`src/rtl/core/fchp_pkg.sv`:
```
package fchp_pkg;

  localparam logic [7:0] StartByte = 8'hAA;
  localparam logic [7:0] EndByte   = 8'h55;
  localparam logic [7:0] PingByte  = 8'hCC;

  localparam logic [7:0] CmdSetScore = 8'h01;
  localparam logic [7:0] CmdSetTimer = 8'h02;
  localparam logic [7:0] CmdStart    = 8'h03;
  localparam logic [7:0] CmdStop     = 8'h04;
  localparam logic [7:0] CmdReset    = 8'h05;
  localparam logic [7:0] CmdPing     = 8'h06;
  localparam logic [7:0] CmdSetLed   = 8'h07;

  localparam logic [7:0] SelRed  = 8'h01;
  localparam logic [7:0] SelBlue = 8'h02;

  localparam logic [2:0] StAbsorbed = 3'd0;
  localparam logic [2:0] StExecuted = 3'd1;
  localparam logic [2:0] StBadStart = 3'd2;
  localparam logic [2:0] StTooLong  = 3'd3;
  localparam logic [2:0] StBadEnd   = 3'd4;
  localparam logic [2:0] StBadSum   = 3'd5;

  localparam logic [1:0] RegMaxPayload   = 2'd0;
  localparam logic [1:0] RegResetMinutes = 2'd1;
  localparam logic [1:0] RegResetSeconds = 2'd2;

  localparam logic [7:0] MaxPayloadRst   = 8'd10;
  localparam logic [7:0] ResetMinutesRst = 8'd2;
  localparam logic [7:0] ResetSecondsRst = 8'd30;

  localparam int unsigned AddrWidth = 4;

  typedef struct packed {
    logic [7:0] max_payload;
    logic [7:0] reset_minutes;
    logic [7:0] reset_seconds;
  } cfg_t;

  // one record per accepted byte, expanded to one or three results
  typedef struct packed {
    logic       ping;
    logic [2:0] packet_status;
    logic [7:0] minutes_shown;
    logic [7:0] seconds_shown;
    logic [7:0] red_points;
    logic [7:0] blue_points;
    logic       red_lamp;
    logic       blue_lamp;
  } rec_t;

endpackage

```
`src/rtl/core/fchp_if.sv`:
```
interface fchp_rx_if;
  logic       valid;
  logic       ready;
  logic [7:0] rx_byte;

  modport source (output valid, output rx_byte, input ready);
  modport sink (input valid, input rx_byte, output ready);
endinterface

interface fchp_res_if;
  logic       valid;
  logic       ready;
  logic [7:0] tx_byte;
  logic       tx_valid;
  logic       last;
  logic [2:0] packet_status;
  logic [7:0] minutes_shown;
  logic [7:0] seconds_shown;
  logic [7:0] red_points;
  logic [7:0] blue_points;
  logic       red_lamp;
  logic       blue_lamp;

  modport source (output valid, output tx_byte, output tx_valid, output last,
                  output packet_status, output minutes_shown, output seconds_shown,
                  output red_points, output blue_points, output red_lamp,
                  output blue_lamp, input ready);
  modport sink (input valid, input tx_byte, input tx_valid, input last,
                input packet_status, input minutes_shown, input seconds_shown,
                input red_points, input blue_points, input red_lamp,
                input blue_lamp, output ready);
endinterface

```
`src/rtl/core/framed_command_packet_handler.sv`:
```
// Deframes packets of start byte 0xAA, command, length, payload, XOR checksum
// and end byte 0x55 from one received byte per request, and reports for every
// byte one result with the packet status, timer, scores and gated LED levels;
// a valid ping packet gives three results carrying the reply 0xAA, 0xCC, 0x55.
// Each byte is parsed and its command executed in the cycle it is accepted, so
// one byte per clock is taken; results pass through a two-entry queue, and the
// input stalls only while that queue is full (a ping holds its entry until all
// three reply bytes are taken). Configuration goes through the APB port at
// byte addresses 0 (max payload), 4 (reset minutes) and 8 (reset seconds).
module framed_command_packet_handler (
  input  logic                           clk_i,
  input  logic                           rst_ni,
  input  logic                           psel,
  input  logic                           penable,
  input  logic                           pwrite,
  input  logic [fchp_pkg::AddrWidth-1:0] paddr,
  input  logic [31:0]                    pwdata,
  output logic [31:0]                    prdata,
  output logic                           pready,
  fchp_rx_if.sink                        rx_i,
  fchp_res_if.source                     res_o
);
  import fchp_pkg::*;

  cfg_t cfg;
  rec_t rec;
  logic space;
  logic take;

  assign rx_i.ready = space;
  assign take       = rx_i.valid && space;

  fchp_cfg u_cfg (
    .clk_i   (clk_i),
    .rst_ni  (rst_ni),
    .psel    (psel),
    .penable (penable),
    .pwrite  (pwrite),
    .paddr   (paddr),
    .pwdata  (pwdata),
    .prdata  (prdata),
    .pready  (pready),
    .cfg_o   (cfg)
  );

  fchp_parser u_parser (
    .clk_i     (clk_i),
    .rst_ni    (rst_ni),
    .cfg_i     (cfg),
    .take_i    (take),
    .rx_byte_i (rx_i.rx_byte),
    .rec_o     (rec)
  );

  fchp_out u_out (
    .clk_i   (clk_i),
    .rst_ni  (rst_ni),
    .push_i  (take),
    .rec_i   (rec),
    .space_o (space),
    .res_o   (res_o)
  );

endmodule

```
`src/rtl/core/fchp_cfg.sv`:
```
module fchp_cfg (
  input  logic                           clk_i,
  input  logic                           rst_ni,
  input  logic                           psel,
  input  logic                           penable,
  input  logic                           pwrite,
  input  logic [fchp_pkg::AddrWidth-1:0] paddr,
  input  logic [31:0]                    pwdata,
  output logic [31:0]                    prdata,
  output logic                           pready,
  output fchp_pkg::cfg_t                 cfg_o
);
  import fchp_pkg::*;

  cfg_t       cfg_q;
  logic       wr_en;
  logic [1:0] idx;

  assign idx    = paddr[3:2];
  assign wr_en  = psel && penable && pwrite;
  assign pready = 1'b1;
  assign cfg_o  = cfg_q;

  always_ff @(posedge clk_i or negedge rst_ni) begin
    if (!rst_ni) begin
      cfg_q.max_payload   <= MaxPayloadRst;
      cfg_q.reset_minutes <= ResetMinutesRst;
      cfg_q.reset_seconds <= ResetSecondsRst;
    end else if (wr_en) begin
      unique case (idx)
        RegMaxPayload:   cfg_q.max_payload   <= pwdata[7:0];
        RegResetMinutes: cfg_q.reset_minutes <= pwdata[7:0];
        RegResetSeconds: cfg_q.reset_seconds <= pwdata[7:0];
        default: ;
      endcase
    end
  end

  always_comb begin
    unique case (idx)
      RegMaxPayload:   prdata = {24'd0, cfg_q.max_payload};
      RegResetMinutes: prdata = {24'd0, cfg_q.reset_minutes};
      RegResetSeconds: prdata = {24'd0, cfg_q.reset_seconds};
      default:         prdata = 32'd0;
    endcase
  end

endmodule

```
`src/rtl/core/fchp_parser.sv`:
```
module fchp_parser (
  input  logic           clk_i,
  input  logic           rst_ni,
  input  fchp_pkg::cfg_t cfg_i,
  input  logic           take_i,
  input  logic [7:0]     rx_byte_i,
  output fchp_pkg::rec_t rec_o
);
  import fchp_pkg::*;

  localparam logic [2:0] PhHunt = 3'd0;
  localparam logic [2:0] PhCmd  = 3'd1;
  localparam logic [2:0] PhLen  = 3'd2;
  localparam logic [2:0] PhData = 3'd3;
  localparam logic [2:0] PhSum  = 3'd4;
  localparam logic [2:0] PhEnd  = 3'd5;

  logic [2:0] phase_q, phase_d;
  logic [7:0] cmd_q, cmd_d, len_q, len_d, cnt_q, cnt_d, xor_q, xor_d;
  logic [7:0] p1_q, p1_d, p2_q, p2_d, sum_q, sum_d;
  logic [7:0] min_q, min_d, sec_q, sec_d, red_q, red_d, blue_q, blue_d;
  logic       run_q, run_d, rflag_q, rflag_d, bflag_q, bflag_d;
  logic [2:0] status;
  logic       ping;
  logic       two;
  logic [8:0] cnt_inc;

  assign two     = len_q >= 8'd2;
  assign cnt_inc = {1'b0, cnt_q} + 9'd1;

  always_comb begin
    phase_d = phase_q;
    cmd_d   = cmd_q;
    len_d   = len_q;
    cnt_d   = cnt_q;
    xor_d   = xor_q;
    p1_d    = p1_q;
    p2_d    = p2_q;
    sum_d   = sum_q;
    min_d   = min_q;
    sec_d   = sec_q;
    red_d   = red_q;
    blue_d  = blue_q;
    run_d   = run_q;
    rflag_d = rflag_q;
    bflag_d = bflag_q;
    status  = StAbsorbed;
    ping    = 1'b0;
    unique case (phase_q)
      PhCmd: begin
        cmd_d   = rx_byte_i;
        xor_d   = rx_byte_i;
        phase_d = PhLen;
      end
      PhLen: begin
        if (rx_byte_i > cfg_i.max_payload) begin
          status  = StTooLong;
          phase_d = PhHunt;
        end else begin
          len_d   = rx_byte_i;
          xor_d   = xor_q ^ rx_byte_i;
          cnt_d   = 8'd0;
          phase_d = (rx_byte_i == 8'd0) ? PhSum : PhData;
        end
      end
      PhData: begin
        if (cnt_q == 8'd0) p1_d = rx_byte_i;
        else if (cnt_q == 8'd1) p2_d = rx_byte_i;
        xor_d = xor_q ^ rx_byte_i;
        cnt_d = cnt_inc[7:0];
        if (cnt_inc >= {1'b0, len_q}) phase_d = PhSum;
      end
      PhSum: begin
        sum_d   = rx_byte_i;
        phase_d = PhEnd;
      end
      PhEnd: begin
        phase_d = PhHunt;
        if (rx_byte_i != EndByte) begin
          status = StBadEnd;
        end else if (sum_q != xor_q) begin
          status = StBadSum;
        end else begin
          status = StExecuted;
          unique case (cmd_q)
            CmdSetScore: begin
              if (two) begin
                red_d  = p1_q;
                blue_d = p2_q;
              end
            end
            CmdSetTimer: begin
              if (two) begin
                min_d = p1_q;
                sec_d = p2_q;
              end
            end
            CmdStart: begin
              run_d   = 1'b1;
              rflag_d = 1'b1;
              bflag_d = 1'b1;
            end
            CmdStop: begin
              run_d   = 1'b0;
              rflag_d = 1'b0;
              bflag_d = 1'b0;
            end
            CmdReset: begin
              min_d  = cfg_i.reset_minutes;
              sec_d  = cfg_i.reset_seconds;
              red_d  = 8'd0;
              blue_d = 8'd0;
              run_d  = 1'b0;
            end
            CmdPing: ping = 1'b1;
            CmdSetLed: begin
              if (two) begin
                if (p1_q == SelRed) rflag_d = (p2_q != 8'd0);
                else if (p1_q == SelBlue) bflag_d = (p2_q != 8'd0);
              end
            end
            default: ;
          endcase
        end
      end
      default: begin
        if (rx_byte_i == StartByte) begin
          phase_d = PhCmd;
        end else begin
          phase_d = PhHunt;
          status  = StBadStart;
        end
      end
    endcase
  end

  // record carries the values as they stand after this byte
  always_comb begin
    rec_o.ping          = ping;
    rec_o.packet_status = status;
    rec_o.minutes_shown = min_d;
    rec_o.seconds_shown = sec_d;
    rec_o.red_points    = red_d;
    rec_o.blue_points   = blue_d;
    rec_o.red_lamp      = run_d & rflag_d;
    rec_o.blue_lamp     = run_d & bflag_d;
  end

  always_ff @(posedge clk_i or negedge rst_ni) begin
    if (!rst_ni) begin
      phase_q <= PhHunt;
      cmd_q   <= 8'd0;
      len_q   <= 8'd0;
      cnt_q   <= 8'd0;
      xor_q   <= 8'd0;
      p1_q    <= 8'd0;
      p2_q    <= 8'd0;
      sum_q   <= 8'd0;
      min_q   <= ResetMinutesRst;
      sec_q   <= ResetSecondsRst;
      red_q   <= 8'd0;
      blue_q  <= 8'd0;
      run_q   <= 1'b0;
      rflag_q <= 1'b0;
      bflag_q <= 1'b0;
    end else if (take_i) begin
      phase_q <= phase_d;
      cmd_q   <= cmd_d;
      len_q   <= len_d;
      cnt_q   <= cnt_d;
      xor_q   <= xor_d;
      p1_q    <= p1_d;
      p2_q    <= p2_d;
      sum_q   <= sum_d;
      min_q   <= min_d;
      sec_q   <= sec_d;
      red_q   <= red_d;
      blue_q  <= blue_d;
      run_q   <= run_d;
      rflag_q <= rflag_d;
      bflag_q <= bflag_d;
    end
  end

endmodule

```
`src/rtl/core/fchp_out.sv`:
```
module fchp_out (
  input  logic           clk_i,
  input  logic           rst_ni,
  input  logic           push_i,
  input  fchp_pkg::rec_t rec_i,
  output logic           space_o,
  fchp_res_if.source     res_o
);
  import fchp_pkg::*;

  rec_t       buf_q [2];
  logic       wr_q, rd_q;
  logic [1:0] cnt_q;
  logic [1:0] beat_q;
  rec_t       head;
  logic       last_beat;
  logic       pop;

  assign head      = buf_q[rd_q];
  assign last_beat = !head.ping || (beat_q == 2'd2);
  assign pop       = res_o.valid && res_o.ready && last_beat;
  assign space_o   = (cnt_q != 2'd2);

  always_ff @(posedge clk_i) begin
    if (push_i) buf_q[wr_q] <= rec_i;
  end

  always_ff @(posedge clk_i or negedge rst_ni) begin
    if (!rst_ni) begin
      wr_q   <= 1'b0;
      rd_q   <= 1'b0;
      cnt_q  <= 2'd0;
      beat_q <= 2'd0;
    end else begin
      if (push_i) wr_q <= ~wr_q;
      if (pop) rd_q <= ~rd_q;
      cnt_q <= cnt_q + {1'b0, push_i} - {1'b0, pop};
      if (pop) beat_q <= 2'd0;
      else if (res_o.valid && res_o.ready) beat_q <= beat_q + 2'd1;
    end
  end

  always_comb begin
    res_o.valid         = (cnt_q != 2'd0);
    res_o.tx_valid      = head.ping;
    res_o.last          = last_beat;
    res_o.packet_status = head.packet_status;
    res_o.minutes_shown = head.minutes_shown;
    res_o.seconds_shown = head.seconds_shown;
    res_o.red_points    = head.red_points;
    res_o.blue_points   = head.blue_points;
    res_o.red_lamp      = head.red_lamp;
    res_o.blue_lamp     = head.blue_lamp;
    if (!head.ping) begin
      res_o.tx_byte = 8'd0;
    end else begin
      case (beat_q)
        2'd0:    res_o.tx_byte = StartByte;
        2'd1:    res_o.tx_byte = PingByte;
        default: res_o.tx_byte = EndByte;
      endcase
    end
  end

endmodule

```
`src/flat_wrapper.sv`:
```
// flat-port wrapper written by rule: the top's interface ports become plain ports
module framed_command_packet_handler_flat import fchp_pkg::*;
  (clk_i, rst_ni, psel, penable, pwrite, paddr, pwdata, prdata, pready, rx_i_valid, rx_i_rx_byte, rx_i_ready, res_o_valid, res_o_tx_byte, res_o_tx_valid, res_o_last, res_o_packet_status, res_o_minutes_shown, res_o_seconds_shown, res_o_red_points, res_o_blue_points, res_o_red_lamp, res_o_blue_lamp, res_o_ready);
  fchp_rx_if rx_i_i ();
  fchp_res_if res_o_i ();
  input  logic clk_i;
  input  logic rst_ni;
  input  logic psel;
  input  logic penable;
  input  logic pwrite;
  input  logic [fchp_pkg::AddrWidth-1:0] paddr;
  input  logic [31:0] pwdata;
  output logic [31:0] prdata;
  output logic pready;
  input wire logic [$bits(rx_i_i.valid)-1:0] rx_i_valid;
  input wire logic [$bits(rx_i_i.rx_byte)-1:0] rx_i_rx_byte;
  output wire logic [$bits(rx_i_i.ready)-1:0] rx_i_ready;
  output wire logic [$bits(res_o_i.valid)-1:0] res_o_valid;
  output wire logic [$bits(res_o_i.tx_byte)-1:0] res_o_tx_byte;
  output wire logic [$bits(res_o_i.tx_valid)-1:0] res_o_tx_valid;
  output wire logic [$bits(res_o_i.last)-1:0] res_o_last;
  output wire logic [$bits(res_o_i.packet_status)-1:0] res_o_packet_status;
  output wire logic [$bits(res_o_i.minutes_shown)-1:0] res_o_minutes_shown;
  output wire logic [$bits(res_o_i.seconds_shown)-1:0] res_o_seconds_shown;
  output wire logic [$bits(res_o_i.red_points)-1:0] res_o_red_points;
  output wire logic [$bits(res_o_i.blue_points)-1:0] res_o_blue_points;
  output wire logic [$bits(res_o_i.red_lamp)-1:0] res_o_red_lamp;
  output wire logic [$bits(res_o_i.blue_lamp)-1:0] res_o_blue_lamp;
  input wire logic [$bits(res_o_i.ready)-1:0] res_o_ready;
  assign rx_i_i.valid = rx_i_valid;
  assign rx_i_i.rx_byte = rx_i_rx_byte;
  assign rx_i_ready = rx_i_i.ready;
  assign res_o_valid = res_o_i.valid;
  assign res_o_tx_byte = res_o_i.tx_byte;
  assign res_o_tx_valid = res_o_i.tx_valid;
  assign res_o_last = res_o_i.last;
  assign res_o_packet_status = res_o_i.packet_status;
  assign res_o_minutes_shown = res_o_i.minutes_shown;
  assign res_o_seconds_shown = res_o_i.seconds_shown;
  assign res_o_red_points = res_o_i.red_points;
  assign res_o_blue_points = res_o_i.blue_points;
  assign res_o_red_lamp = res_o_i.red_lamp;
  assign res_o_blue_lamp = res_o_i.blue_lamp;
  assign res_o_i.ready = res_o_ready;
  framed_command_packet_handler u_core (.clk_i(clk_i), .rst_ni(rst_ni), .psel(psel), .penable(penable), .pwrite(pwrite), .paddr(paddr), .pwdata(pwdata), .prdata(prdata), .pready(pready), .rx_i(rx_i_i), .res_o(res_o_i));
endmodule
```
`config.mk`:
```
export PLATFORM = sky130hd
export DESIGN_NAME = framed_command_packet_handler_flat
export DESIGN_NICKNAME = d
export VERILOG_FILES = /design/src/rtl/core/fchp_pkg.sv /design/src/rtl/core/fchp_if.sv /design/src/rtl/core/framed_command_packet_handler.sv /design/src/rtl/core/fchp_cfg.sv /design/src/rtl/core/fchp_parser.sv /design/src/rtl/core/fchp_out.sv /design/src/flat_wrapper.sv
export SDC_FILE = /design/constraint.sdc
export NUM_CORES = 1
export LEC_CHECK = 0
export BUFFER_PORTS_ARGS = -buffer_cell sky130_fd_sc_hd__buf_4
export CORE_UTILIZATION = 51
export DETAILED_ROUTE_END_ITERATION = 8
export GPL_ROUTABILITY_DRIVEN = 1
export HOLD_SLACK_MARGIN = 0.12
export PLACE_DENSITY = 0.72
export SLEW_MARGIN = 20
export SYNTH_ARGS = -nofsm -noshare
export SYNTH_HDL_FRONTEND = slang
export SYNTH_SLANG_ARGS = --single-unit
```
`constraint.sdc`:
```
create_clock -name clk_i -period 4.3 [get_ports clk_i]
set_input_delay 0.645 -clock clk_i [delete_from_list [all_inputs] [get_ports clk_i]]
set_output_delay 0.645 -clock clk_i [all_outputs]
set_load 0.01 [all_outputs]
```
# After elaboration in Yosys (flattened, before gate mapping)
# Memories as Yosys holds them, arrays and structs flattened.
# Cells that the tools add are included.
# W data, S select, Z words.
dict set report op_classes {
  eq_ne 25
  n_reduce_logical 29
  n_mux 62
  shift 0
  n_addsub 4
  div_mod_pow 0
  bitwise 7
  multipliers 0
  n_lt_le_gt_ge 3
}
# op n
set ops {}
lappend ops {{$mux W8} 19}
lappend ops {{$pmux W8 S2} 6}
lappend ops {{$pmux W8 S3} 2}
lappend ops {{$eq A8 B3 Y1 const B} 4}
lappend ops {{$eq A8 B1 Y1 const B} 3}
lappend ops {{$eq A8 B2 Y1 const B} 3}
lappend ops {{$mux W1} 21}
lappend ops {{$logic_not A8 Y1} 2}
lappend ops {{$mux W3} 5}
lappend ops {{$pmux W3 S5} 1}
lappend ops {{$reduce_and A2 Y1} 6}
lappend ops {{$reduce_and A3 Y1} 4}
lappend ops {{$add A8 B1 Y9 const B} 1}
lappend ops {{$ge A9 B8 Y1} 1}
lappend ops {{$pmux W3 S3} 1}
lappend ops {{$eq A8 B8 Y1 const B} 1}
lappend ops {{$ge A8 B2 Y1 const B} 1}
lappend ops {{$gt A8 B8 Y1} 1}
lappend ops {{$mux W2} 4}
lappend ops {{$ne A8 B7 Y1 const B} 1}
lappend ops {{$ne A8 B8 Y1} 1}
lappend ops {{$reduce_bool A8 Y1} 1}
lappend ops {{$xor A8 B8 Y8} 1}
lappend ops {{$eq A3 B2 Y1 const B} 2}
lappend ops {{other kinds (21)} 38}
dict set report totals {
  latch_bits 0
  word_cells 153
  memories 1
  inputBits 51
  romBits 0
  register_bits 124
  ramBits 76
  output_inout_bits 82
}
# name depth word_bits read_ports rd_ports_with_merged_regs write_ports line_no
set memory_table {}
lappend memory_table {u_core.u_out.buf_q 2 38 1 0 1 fchp_out.sv:11} ;# rec_t buf_q [2];

# Longest topological paths before layout
dict set report depth {
  word_depth 9
  mapped_depth 11
  depth_no_buf 11
}

# Cells and area by module
# Synthesis repeated with hierarchy kept, for this count alone.
dict set report unflattened {
  hier_cells 791
  hier_area_um2 9783.1
}
# module seq_area_each_um2 cells_each instances area_each_um2
set modules_own_cells {}
lappend modules_own_cells {fchp_parser 2358.5 519 1 5288.8}
lappend modules_own_cells {fchp_out 2432.3 163 1 3145.5}
lappend modules_own_cells {fchp_cfg 609.3 108 1 1342.5}
lappend modules_own_cells {framed_command_packet_handler 0.0 1 1 6.3}

# Worst setup path before layout
# OpenSTA, ideal clock, no wires.
dict set report synth_timing {
  path_type {input -> register}
  from {input rx_i_valid}
  to {memory u_core.u_out.buf_q[0][0] (netlist name), enable pin}
  n_path_buf 2
  t_required_ns 3.867
  setup_time_ns 0.433
  path_slack_ns 0.946
  stages 5
  t_arrival_ns 2.921
  path_cell_list {and2_1 clkbuf_1 inv_1 clkbuf_1 nor2_1}
}
dict set report synth_between {
  elab_chain_len 3
}
# element line_no
set synth_rtl {}
lappend synth_rtl {{from (decl)} flat_wrapper.sv:15} ;# input wire logic [$bits(rx_i_i.valid)-1:0] rx_i_valid;
lappend synth_rtl {{$logic_and A1 B1 Y1} framed_command_packet_handler.sv:31} ;# assign take = rx_i.valid && space;
lappend synth_rtl {{$mux W1} fchp_out.sv:25} ;# if (push_i) buf_q[wr_q] <= rec_i;
lappend synth_rtl {{$mux W1 (not written as such)} fchp_out.sv:25}
lappend synth_rtl {{to (decl)} fchp_out.sv:11}
# Every way passes these cells.

# Final worst setup path
dict set report layout_timing {
  from {register u_core.u_parser.xor_q[2]}
  to {register u_core.u_parser.red_q[6]}
}
dict set report layout_between {
  elab_chain_len 4
}
# element line_no
set layout_rtl {}
lappend layout_rtl {{from (decl)} fchp_parser.sv:19} ;# logic [7:0] cmd_q, cmd_d, len_q, len_d, cnt_q, cnt_d, xor_q, xor_d;
lappend layout_rtl {{from (signal assigned)} fchp_parser.sv:171} ;# xor_q <= xor_d;
lappend layout_rtl {{$ne A8 B8 Y1} fchp_parser.sv:81} ;# end else if (sum_q != xor_q) begin
lappend layout_rtl {{$mux W8} fchp_parser.sv:81}
lappend layout_rtl {{$mux W8} fchp_parser.sv:79} ;# if (rx_byte_i != EndByte) begin
lappend layout_rtl {{$mux W8} fchp_parser.sv:49} ;# unique case (phase_q)
lappend layout_rtl {{to (signal assigned)} fchp_parser.sv:177} ;# red_q <= red_d;
lappend layout_rtl {{to (decl)} fchp_parser.sv:21} ;# logic [7:0] min_q, min_d, sec_q, sec_d, red_q, red_d, blue_q, blue_d;
# Every way passes these cells.
# A chain may end at the register's enable or synchronous reset.

==> metrics <==
Post-Place Worst Slack 0.7238 ns; VDD IR-drop max ~0.00035 V; status completed; Port Buffers 81; overall global routing resource usage about 23%; setup TNS 0 ns; synthesis-to-finish area growth 13.52%; critical-path maximum fanout 19; Post-synth EDFFs 76; fraction of registers with async set/reset 62.00%; Clk Latency, worst-skew pair between 0.4 and 0.5 ns; Final setup viols 0; placed cell areas ~11000 um^2; Tcrit/Tclk final about 77%; post-DP HPWL 14750 um; TritonCTS clock tree yes; drt first-iter violations ~550; Area contributors post-synth dfrtp_1, edfxtp_1, mux2_2; initial antenna violation count 1; number of global-route vias before repair about 6700; CTS sink cnt 200; worst hold path class in2async; Avg Cell Area, Syn 11.84 um^2; Synth Cell Area just under 10000 um^2; Vias between 6000 and 7000; Clk pin slew, worst setup/hold paths approximately 0.080 ns; final wirelength about 22000 um; clock root buffer clkbuf_16; clk_skew between 0.01 and 0.015 ns; minimum clock period ~3.3 ns; # resized after CTS 0; post-CTS setup buffers 0; Synth area leader dfrtp_1; startpoint class of the critical path flop; Final Hold Fails 0; fin. max-slew vios 0; Num CTS Buffers 17; sequential share of the synthesized area 54.64%; Top FF cell, synth dfrtp_1; Leakage about 4.8 nW; post-synth top area share between 20 and 30%; Data arrival, critical path 3.64 ns; area of the multi-input gates 4001 um^2; total grt overflow 0; max_cap viols 0; share of cells above drive strength 1 a little over a quarter; drt first pass iters 6; DRC violations left 0; I/O pin count about 130; first-pass GRT wire length around 35000 um; Layout fillers approximately 1500; number of synthesized register bits 200; fmax between 300 and 400 MHz; Gate Count Post-Synth 835; synth warn 0; Starting Density 52.49%; FF/Latch Area ~5400 um^2; CTS Hold Bufs 0; count of different cell masters after synthesis 61; data required time of the worst path ~4.6 ns; pwr dens a little over 600 nW/um^2; CP Capture Type flop; Rel. slew slack a little under two fifths; Vias per Instance 5.807; CORE AREA around 19000 um^2; Slew @ Worst Pin about 0.93 ns; final worst slack approximately 0.99 ns; routed length per instance between 15 and 20 um; htree depth 4; post-route ant nets 0; Die W approximately 140 um; Layout Nets slightly below 1000; Std-Cell Rows 50; clk buf depth 2; GPL Wtd Cong ~0.84; RSZ-0062 raised after global routing false; pin count of the biggest net entering global routing 53; die footprint approximately 20000 um^2; Chip Height around 140 um; final instance area 11220 um^2; crit path kind reg2reg
[metal layers]
metal  global-route usage [%]  wire, um  up-vias
li1                         -         -     3166
met1                    31.69      9645     3378
met2                    36.61     10420      232
met3                    3.906      1322       24
met4                    7.723       323        0
met5                        0         0        -
[kinds of logic after synthesis]
logic type | count (synthesis) | share of synthesized area (%)
xor+xnor | 18 | 1.595
simple gates | 207 | 11.27
fa+ha+maj | 25 | 3.165
other cells | 2 | 0.07599
compound gates | 151 | 11.34
buf+inv | 125 | 5.887
mux | 107 | 12.03
flops | 200 | 54.64
[through the flow]
stage / instances / power (W) / utilization [%] / hold slack (ns)
2_1_floorplan: 858 / 0.004487 / - / 0.3494
3_3_place_gp: 1138 / 0.005274 / 56.46 / 0.4410
3_5_place_dp: 1138 / 0.005346 / 56.46 / 0.4454
4_1_cts: 1170 / 0.006912 / 59.57 / 0.2809
5_1_grt: 1170 / 0.007262 / 59.57 / 0.3133
6_report: 1171 / 0.006862 / 59.58 / 0.2601
[placed cells by master, fill, tap and decap left out, types with 4 or more instances in the layout]
master / count
o21bai_1: 8
ha_1: 25
nand2_1: 63
a21o_1: 4
nand2b_1: 5
nor4_1: 8
mux2_2: 94
a22oi_1: 7
buf_4: 96
o21ai_0: 38
nand3b_1: 4
a21oi_1: 9
a32o_1: 6
nand4_1: 11
o22ai_1: 9
nor3b_1: 10
dfstp_2: 12
xor2_1: 10
clkbuf_16: 17
nand3_1: 26
a221o_1: 8
mux2i_1: 13
dfrtp_1: 112
a32oi_1: 10
nor2_1: 28
nor3_1: 10
a222oi_1: 10
or4_1: 10
edfxtp_1: 76
inv_6: 4
nor2b_1: 5
conb_1: 25
inv_1: 49
a22o_1: 26
xnor2_1: 8
[path summary, 6_finish.rpt]
kind                                                from                        to  slack (ns)  cells after the start
max in group asynchronous                         rst_ni  u_core.u_parser.sec_q[4]        3.07                      2
worst max-delay path            u_core.u_parser.xor_q[2]  u_core.u_parser.red_q[6]        0.99                      6
min in group clk_i                             pwdata[2]    u_core.u_cfg.cfg_o[18]        0.42                      3
worst min register to register  u_core.u_parser.sec_q[1]  u_core.u_parser.sec_q[1]        0.46                      2
worst min-delay path                              rst_ni  u_core.u_parser.cnt_q[5]        0.26                      1
worst max register to register  u_core.u_parser.xor_q[2]  u_core.u_parser.red_q[6]        0.99                      6
[worst max-delay path, stage by stage (launching register included)]
cell	delay [ns]
dfrtp_1	0.42
xor2_1	0.19
nor4_2	0.69
nand3_4	0.33
or4_1	0.86
or2_0	0.45
a32o_1	0.26
[Yosys cell counts, types with 10 or more instances]
master	n
a32oi_1	10
a222oi_1	10
nor3b_1	10
mux2_2	94
nand3_1	26
buf_4	29
a22o_1	26
nand4_1	11
o21ai_0	38
nor3_1	11
clkbuf_1	40
ha_1	25
nand2_1	63
or4_1	10
nor2_1	29
edfxtp_1	76
inv_1	49
xor2_1	10
dfstp_2	12
dfrtp_1	112
mux2i_1	13
[sequential cells by signal (all words and copies together), names as in the netlist, 3 cells and up]
name and flops:
u_core.u_out.buf_q 76, u_core.u_parser.blue_q 8, u_core.u_parser.len_q 8, u_core.u_parser.p2_q 8, u_core.u_parser.cmd_q 8, u_core.u_parser.p1_q 8
u_core.u_cfg.cfg_o 24, u_core.u_parser.min_q 8, u_core.u_parser.xor_q 8, u_core.u_parser.sum_q 8, u_core.u_parser.cnt_q 8, u_core.u_parser.phase_q 3
u_core.u_parser.sec_q 8, u_core.u_parser.red_q 8
[where the power goes]
group	total, W	switching (W)	internal [W]	leakage, nW
sequential	0.00304	0.000517	0.00252	2.30
clock	0.00155	0.000775	0.000778	0.282
combinational	0.00227	0.00116	0.00111	2.20
total	0.00686	0.00245	0.00441	4.78
[layout make-up]
class | count | area share, %
sequential | 200 | 48.13
tap | 260 | 2.900
inverter | 49 | 1.639
timing repair buffer | 96 | 6.424
multi-input combinational | 533 | 35.66
clock inverter | 15 | 1.427
antenna | 1 | 0.02230
clock buffer | 17 | 3.792
Note: power is estimated with default switching activity, not from simulation.
